<file path="src/rtl/tklp_pkg.sv">
// tklp_pkg: shared types and codes of the top-k local peak tracker.
// No dependencies; used by tklp_cell and top_k_local_peak_tracker.
`timescale 1ns / 1ps

package tklp_pkg;

  // item kind carried on s_tuser
  typedef enum logic [1:0] {
    OP_PUSH  = 2'd0,
    OP_DUMP  = 2'd1,
    OP_CLEAR = 2'd2
  } opcode_t;

  typedef enum logic {
    ST_IDLE = 1'b0,
    ST_DUMP = 1'b1
  } state_t;

  // per-cell compare result against the candidate peak
  typedef struct packed {
    logic gt;   // held entry is in use and larger than candidate
    logic eq;   // held entry is in use and equals candidate
  } cell_flags_t;

  localparam logic [4:0] LIMIT_RESET = 5'd16;

endpackage

</file>
<file path="src/rtl/tklp_cell.sv">
// tklp_cell: one slot of the sorted peak chain, with its compare and shift.
// Depends on tklp_pkg.
`timescale 1ns / 1ps

module tklp_cell
  import tklp_pkg::*;
#(
  parameter int SB  = 32,
  parameter int CW  = 5,
  parameter int IDX = 0
) (
  input  logic          clk,
  input  logic          ins,        // insertion takes place this cycle
  input  logic [SB-1:0] new_val,    // candidate peak
  input  logic [SB-1:0] left_val,   // entry of the cell one rank up
  input  logic          left_gt,    // cell one rank up stays put
  input  logic [CW-1:0] ceff,       // entries in use for this attempt
  output logic [SB-1:0] val,
  output cell_flags_t   flags
);

  logic [SB-1:0] entry;
  logic          in_use;

  assign in_use    = CW'(IDX) < ceff;
  assign flags.gt  = in_use && ($signed(entry) > $signed(new_val));
  assign flags.eq  = in_use && (entry == new_val);
  assign val       = entry;

  // at the insertion point take the candidate, below it take the neighbour
  always_ff @(posedge clk) begin
    if (ins && !flags.gt) begin
      entry <= left_gt ? new_val : left_val;
    end
  end

endmodule

</file>
<file path="src/rtl/top_k_local_peak_tracker.sv">
// top_k_local_peak_tracker: top level, sample window, insertion chain and dump.
// Depends on tklp_pkg and tklp_cell.
`timescale 1ns / 1ps
//
// Usage:
//   s_* takes one item per handshake; s_tuser is the opcode (push, dump,
//   clear), s_tdata the sample. On a push the two previous samples and the
//   new one are tested for a strict local maximum and the middle sample is
//   inserted into the descending chain of cells in the same cycle unless it
//   is a duplicate or below a full list. A clear resets list and samples.
//   A dump emits one result per cycle on m_* while m_tready is high, largest
//   first, m_tlast on the final one; an empty list gives a single result
//   with entry_valid low. The first result is registered from the ST_DUMP
//   state entered when the dump is accepted; s_tready stays low until the
//   last result has entered the output register, as the single read port
//   walks the chain. Write list_limit on cfg_* only while idle; the block
//   itself does not enforce it, and cfg_ready is high. A stalled m_tready
//   holds the output register and pauses the dump walk. rst (synchronous)
//   empties the list, forgets the samples and sets the limit to 16.
module top_k_local_peak_tracker
  import tklp_pkg::*;
#(
  parameter int MAX_PEAKS   = 16,
  parameter int SAMPLE_BITS = 32
) (
  input  logic clk,
  input  logic rst,
  input  logic s_tvalid,
  output logic s_tready,
  input  logic [((SAMPLE_BITS+7)/8)*8-1:0] s_tdata,  // [SB-1:0] sample
  input  logic [1:0] s_tuser,                        // [1:0] opcode
  output logic m_tvalid,
  input  logic m_tready,
  // from bit 0: peak_value, rank, peak_count, entry_valid
  output logic [((SAMPLE_BITS + (MAX_PEAKS > 1 ? $clog2(MAX_PEAKS) : 1)
                 + $clog2(MAX_PEAKS+1) + 1 + 7)/8)*8-1:0] m_tdata,
  output logic m_tlast,
  input  logic cfg_valid,
  output logic cfg_ready,
  input  logic [4:0] cfg_data
);

  localparam int SB    = SAMPLE_BITS;
  localparam int RW    = MAX_PEAKS > 1 ? $clog2(MAX_PEAKS) : 1;
  localparam int CW    = $clog2(MAX_PEAKS+1);
  localparam int OUT_W = ((SB + RW + CW + 1 + 7)/8)*8;

  logic [4:0]    list_limit;
  logic [SB-1:0] older_sample;
  logic [SB-1:0] middle_sample;
  logic [1:0]    samples_seen;
  logic [CW-1:0] list_count;
  logic [CW-1:0] list_count_next;

  state_t state;
  state_t state_next;
  logic [RW-1:0] dump_idx;
  logic [CW-1:0] dump_n;

  logic [SB-1:0] o_val;
  logic [RW-1:0] o_rank;
  logic [CW-1:0] o_cnt;
  logic          o_ev;

  logic [SB-1:0] sample;
  opcode_t       opcode;
  logic          in_acc;
  logic          push_acc;
  logic          dump_acc;
  logic          clear_acc;
  logic          out_load;
  logic          dump_last;

  logic [CW-1:0] lim;
  logic [CW-1:0] ceff;
  logic [CW:0]   grown;
  logic          is_peak;
  logic          attempt;
  logic          ins;

  logic [SB-1:0] vals [MAX_PEAKS];
  cell_flags_t   flags [MAX_PEAKS];
  logic [MAX_PEAKS-1:0] eq_vec;
  logic [MAX_PEAKS-1:0] tail_vec;

  assign cfg_ready = 1'b1;
  assign sample    = s_tdata[SB-1:0];
  assign opcode    = opcode_t'(s_tuser);
  assign in_acc    = s_tvalid && s_tready;

  always_comb begin
    push_acc  = 1'b0;
    dump_acc  = 1'b0;
    clear_acc = 1'b0;
    unique case (opcode)
      OP_PUSH:  push_acc  = in_acc;
      OP_DUMP:  dump_acc  = in_acc;
      OP_CLEAR: clear_acc = in_acc;
      default: ;
    endcase
  end

  // effective limit: 0 acts as 1, above capacity acts as capacity
  always_comb begin
    if (list_limit == 5'd0) begin
      lim = CW'(1);
    end else if (32'(list_limit) > MAX_PEAKS) begin
      lim = CW'(MAX_PEAKS);
    end else begin
      lim = CW'(list_limit);
    end
  end

  assign ceff    = (list_count > lim) ? lim : list_count;
  assign grown   = {1'b0, ceff} + (CW+1)'(1);
  assign is_peak = ($signed(older_sample) < $signed(middle_sample)) &&
                   ($signed(sample) < $signed(middle_sample));
  assign attempt = push_acc && (samples_seen == 2'd2) && is_peak;
  // skip duplicates, and a candidate below every entry of a full list
  assign ins     = attempt && !(|eq_vec) && !(|tail_vec);

  for (genvar i = 0; i < MAX_PEAKS; i++) begin : g_chain
    logic [SB-1:0] lval;
    logic          lgt;
    if (i == 0) begin : g_head
      assign lval = middle_sample;
      assign lgt  = 1'b1;
    end else begin : g_body
      assign lval = vals[i-1];
      assign lgt  = flags[i-1].gt;
    end

    tklp_cell #(
      .SB  (SB),
      .CW  (CW),
      .IDX (i)
    ) u_cell (
      .clk      (clk),
      .ins      (ins),
      .new_val  (middle_sample),
      .left_val (lval),
      .left_gt  (lgt),
      .ceff     (ceff),
      .val      (vals[i]),
      .flags    (flags[i])
    );

    assign eq_vec[i]   = flags[i].eq;
    assign tail_vec[i] = flags[i].gt && (CW'(i+1) == lim);
  end

  always_comb begin
    list_count_next = list_count;
    if (clear_acc) begin
      list_count_next = '0;
    end else if (ins) begin
      list_count_next = (grown > {1'b0, lim}) ? lim : grown[CW-1:0];
    end else if (attempt) begin
      list_count_next = ceff;
    end
  end

  always_ff @(posedge clk) begin
    if (rst) begin
      list_limit    <= LIMIT_RESET;
      older_sample  <= '0;
      middle_sample <= '0;
      samples_seen  <= '0;
      list_count    <= '0;
    end else begin
      if (cfg_valid && cfg_ready) begin
        list_limit <= cfg_data;
      end
      list_count <= list_count_next;
      if (clear_acc) begin
        older_sample  <= '0;
        middle_sample <= '0;
        samples_seen  <= '0;
      end else if (push_acc) begin
        older_sample  <= middle_sample;
        middle_sample <= sample;
        if (samples_seen != 2'd2) begin
          samples_seen <= samples_seen + 2'd1;
        end
      end
    end
  end

  // dump walk
  assign dump_last = (dump_n == '0) ||
                     (({1'b0, CW'(dump_idx)} + (CW+1)'(1)) == {1'b0, dump_n});

  always_comb begin
    state_next = state;
    unique case (state)
      ST_IDLE: if (dump_acc) state_next = ST_DUMP;
      ST_DUMP: if (out_load && dump_last) state_next = ST_IDLE;
      default: state_next = ST_IDLE;
    endcase
  end

  always_comb begin
    s_tready = 1'b0;
    out_load = 1'b0;
    unique case (state)
      ST_IDLE: s_tready = 1'b1;
      ST_DUMP: out_load = !m_tvalid || m_tready;
      default: ;
    endcase
  end

  always_ff @(posedge clk) begin
    if (rst) begin
      state    <= ST_IDLE;
      m_tvalid <= 1'b0;
      dump_idx <= '0;
      dump_n   <= '0;
    end else begin
      state <= state_next;
      if (dump_acc) begin
        dump_idx <= '0;
        dump_n   <= list_count;
      end else if (out_load) begin
        dump_idx <= dump_idx + RW'(1);
      end
      if (out_load) begin
        m_tvalid <= 1'b1;
      end else if (m_tready) begin
        m_tvalid <= 1'b0;
      end
    end
  end

  always_ff @(posedge clk) begin
    if (out_load) begin
      o_val   <= (dump_n == '0) ? '0 : vals[dump_idx];
      o_rank  <= dump_idx;
      o_cnt   <= dump_n;
      o_ev    <= (dump_n != '0);
      m_tlast <= dump_last;
    end
  end

  assign m_tdata = OUT_W'({o_ev, o_cnt, o_rank, o_val});

`ifndef ASSERT_OFF
  a_count_bound: assert property (@(posedge clk) disable iff (rst)
    list_count <= CW'(MAX_PEAKS))
    else $error("list count beyond capacity");

  a_empty_result: assert property (@(posedge clk) disable iff (rst)
    (m_tvalid && !o_ev) |-> (m_tlast && (o_cnt == '0)))
    else $error("empty-list item must be last with zero count");

  a_dump_holds_list: assert property (@(posedge clk) disable iff (rst)
    (state == ST_DUMP) |=> $stable(list_count))
    else $error("list changed during dump");

  a_grow_by_one: assert property (@(posedge clk) disable iff (rst)
    ins |=> ({1'b0, list_count} <= {1'b0, $past(list_count)} + (CW+1)'(1)))
    else $error("insertion grew list by more than one");
`endif

endmodule
</file>
<file path="config.mk">
export PLATFORM = sky130hd
export DESIGN_NAME = top_k_local_peak_tracker
export DESIGN_NICKNAME = d
export VERILOG_FILES = /design/src/rtl/tklp_pkg.sv /design/src/rtl/tklp_cell.sv /design/src/rtl/top_k_local_peak_tracker.sv
export SDC_FILE = /design/constraint.sdc
export NUM_CORES = 2
export LEC_CHECK = 0
export BUFFER_PORTS_ARGS = -buffer_cell sky130_fd_sc_hd__buf_2
export CAP_MARGIN = 20
export CORE_ASPECT_RATIO = 0.5
export CORE_UTILIZATION = 30
export CTS_BUF_LIST = sky130_fd_sc_hd__clkbuf_8
export DETAILED_ROUTE_END_ITERATION = 16
export GPL_TIMING_DRIVEN = 0
export PLACE_DENSITY = 0.48
export SLEW_MARGIN = 20
export SYNTH_ARGS = -nofsm -noshare
export SYNTH_HDL_FRONTEND = slang
export SYNTH_SLANG_ARGS = --single-unit
</file>
<file path="constraint.sdc">
create_clock -name clk -period 7 [get_ports clk]
set_clock_uncertainty 0.15 [all_clocks]
set_input_delay 1.05 -clock clk [delete_from_list [all_inputs] [get_ports clk]]
set_output_delay 1.05 -clock clk [all_outputs]
set_load 0.05 [all_outputs]
</file>
==> flow_metrics.py <==
metrics = {
    "routing": {
        "vias_per_cell": 5.65,
        "wl_um": 165000,
        "initialDrtViolationCount": 3570,
        "vias": 32700,
        "ant_nets": 0,
        "dr.pass1.iters": 9,
        "drc": 0,
        "wire_per_inst_um": 28.6,
    },
    "finish": {
        "final_nets": 4414,
        "finalInstanceArea_um2": 49500,
        "fin_util_pct": 34.5,
        "drive_gt1_share_pct": 25.2,
        "area_delta_synth_final_pct": 13.7,
    },
    "clock_network": {
        "cts_tree": "built",
        "htreeDepth": 3,
        "clockBufferDepth": 3,
        "root_buffer": "clkbuf_8",
        "clk_latency_ns": 0.83,
        "postCtsHoldBufs": 0,
        "path_clk_slew_ns": 0.06,
        "clock-sinks": 642,
        "numCtsBuffers": 115,
    },
    "yosys": {
        "synth_area_leaders": "edfxtp_1 38%, ha_1 17%, mux2_2 11%",
        "synth.most_common_cell": "ha_1",
        "synthCells": 3531,
        "synth-async-reset-ratio_pct": 0,
        "yosysSeqAreaShare_pct": 42.3,
        "synth_area_leader_cell": "edfxtp_1",
        "synthTopCellsByCount": "587 x ha_1, 555 x edfxtp_1, 439 x mux2_2",
        "ys_ff_latch": 642,
        "ys_warn_count": 0,
        "netlist-cell-type-count": 85,
        "avgSynthCellArea_um2": 12.3,
        "synth_edf_count": 555,
        "synth_top_cell_area_share_pct": 38.3,
        "synth_ff_type": "edfxtp_1",
        "synth_area_um2": 43500,
    },
    "floorplanning": {
        "die_area_um2": 147000,
        "coreArea_um2": 143000,
        "num_io_pins": 96,
        "start_util_pct": 30.3,
        "num_rows": 98,
        "fp.dieW_um": 541,
        "fp.dieH_um": 271,
    },
    "timing": {
        "min_period_ns": 6.90,
        "hold_viol": 0,
        "worst_pin_slew_ns": 1.33,
        "max_slew_margin_pct": 10.8,
        "setup_tns_ns": 0,
        "slew_viol_final": 0,
        "fmax_ghz": 0.145,
        "setup_viol": 0,
        "rsz0062_at_grt": "false",
        "fin_crit_sh_pct": 98.6,
    },
    "critical_path": {
        "arrival_ns": 7.27,
        "cp.required_ns": 7.37,
        "critPathLaunchType": "flip-flop",
        "crit_type": "reg2reg",
        "critPathCaptureType": "flip-flop",
        "crit_fanout": 19,
    },
    "placed_design": {
        "hpwl_um": 129000,
        "placed_area_um2": 46900,
        "routabilityCongestion": 0.934,
        "port_buffers": 87,
    },
    "run_status": {
        "status": "complete, no violations",
    },
    "power_and_ir_drop": {
        "powerDensity_nw_per_um2": 178,
        "power_mw": 8.80,
        "p_leak_nw": 17.4,
        "peakVddDrop_mv": 0.140,
    },
    "grt": {
        "grt_pass1_wl_um": 236000,
        "grt_overflow": 0,
        "grt_max_degree": 25,
        "grt_pass1_vias": 31400,
        "grtUsageTotal_pct": 22.2,
        "antenna_found_initial": 4,
    },
    "hold_path": {
        "worstHoldPathType": "reg2reg",
    },
    "flow_run": {
        "drv_cap": 0,
    },
}
[power breakdown]
| part | switching [mW] | internal, mW |
|---|---|---|
| Clock | 1.83 | 1.93 |
| Combinational | 0.540 | 0.319 |
| Sequential | 0.0295 | 4.15 |
[worst paths after layout]
path	startpoint	to	slack [ns]	depth (start not counted)
min reg2reg	dump_idx[3]	o_rank[3]	0.28	0
max	g_chain[0].lval[31]	g_chain[1].u_cell.val[10]	0.10	16
min	dump_idx[3]	o_rank[3]	0.28	0
max reg2reg	g_chain[0].lval[31]	g_chain[1].u_cell.val[10]	0.10	16
[kinds of logic after synthesis]
| group | synth area share [%] |
|---|---|
| XOR/XNOR | 0.322 |
| AND/OR/NAND/NOR | 8.96 |
| multiplexers | 20.2 |
| buffers and inverters | 2.30 |
| flip-flops | 42.3 |
| other | 0.0173 |
| AO/OA/AOI/OAI | 9.06 |
| adder cells (fa/ha/maj) | 16.9 |
[layout make-up]
| class | count | area, um2 |
|---|---|---|
| fill | 14200 | 94000 |
| multi-input combinational | 2651 | 24300 |
| sequential | 642 | 18400 |
| tap | 1900 | 2380 |
| clock buffer | 134 | 1840 |
| timing repair buffer | 127 | 1020 |
| buffer | 167 | 721 |
| clock inverter | 83 | 492 |
| inverter | 79 | 307 |
| antenna | 1 | 2.50 |
[metrics by stage]
step,setup slack (ns),instances,hold WS [ns]
floorplan,0.214,3536,0.256
global placement,-3.55,5523,0.270
detailed placement,-0.304,5545,0.266
CTS,0.0822,5765,0.240
global route,0.0226,5784,0.285
finish,0.101,5784,0.281
[metal layers]
| metal | track usage [%] | routed length, um | vias to the layer above |
|---|---|---|---|
| li1 | - | - | 14500 |
| met1 | 33.2 | 79300 | 16700 |
| met2 | 32.4 | 69400 | 1288 |
| met3 | 3.75 | 12100 | 235 |
| met4 | 6.02 | 4570 | 0 |
| met5 | 0 | 0 | - |
[repair_timing]
action | 4_1_cts | 5_1_grt
setup buffers | 0 | 17
gates cloned | 3 | 0
pin swaps | 3 | 3
endpoints found under the setup margin | 257 | 208
resized for setup | 7 | 9
[state kept, by name, indices dropped and copies added, names as in the netlist]
signal              count
m_tlast                 1
g_chain.u_cell.val    512
state                   1
o_cnt                   5
o_val                  32
m_tvalid                1
dump_idx                4
dump_n                  5
samples_seen            2
list_limit              5
list_count              5
older_sample           32
o_ev                    1
o_rank                  4
g_chain.lval           32
[critical path: stages (launching register included)]
cell and delay [ns]:
dfxtp_1 0.71, inv_1 0.62, ha_1 0.55, nand4_1 0.15
nor4_1 1.08, nand3_1 0.26, o21ai_0 0.23, nor2_2 0.23
a32oi_1 0.20, nor3_1 0.07, a221oi_1 0.46, nand4_4 0.28
or2_1 0.31, buf_6 0.17, buf_12 0.20, nor2_4 0.55
buf_12 0.27
[layout by cell type, fill, tap and decap left out, types with 92 or more instances in the layout]
master and n:
a21oi_1 278, buf_2 92, clkbuf_1 123, clkbuf_8 134
edfxtp_1 555, ha_1 587, inv_1 109, mux2_2 439
mux4_2 160, nand2_1 293, nand4_1 123, o21ai_0 134
Power figures use the tool's default switching activity.
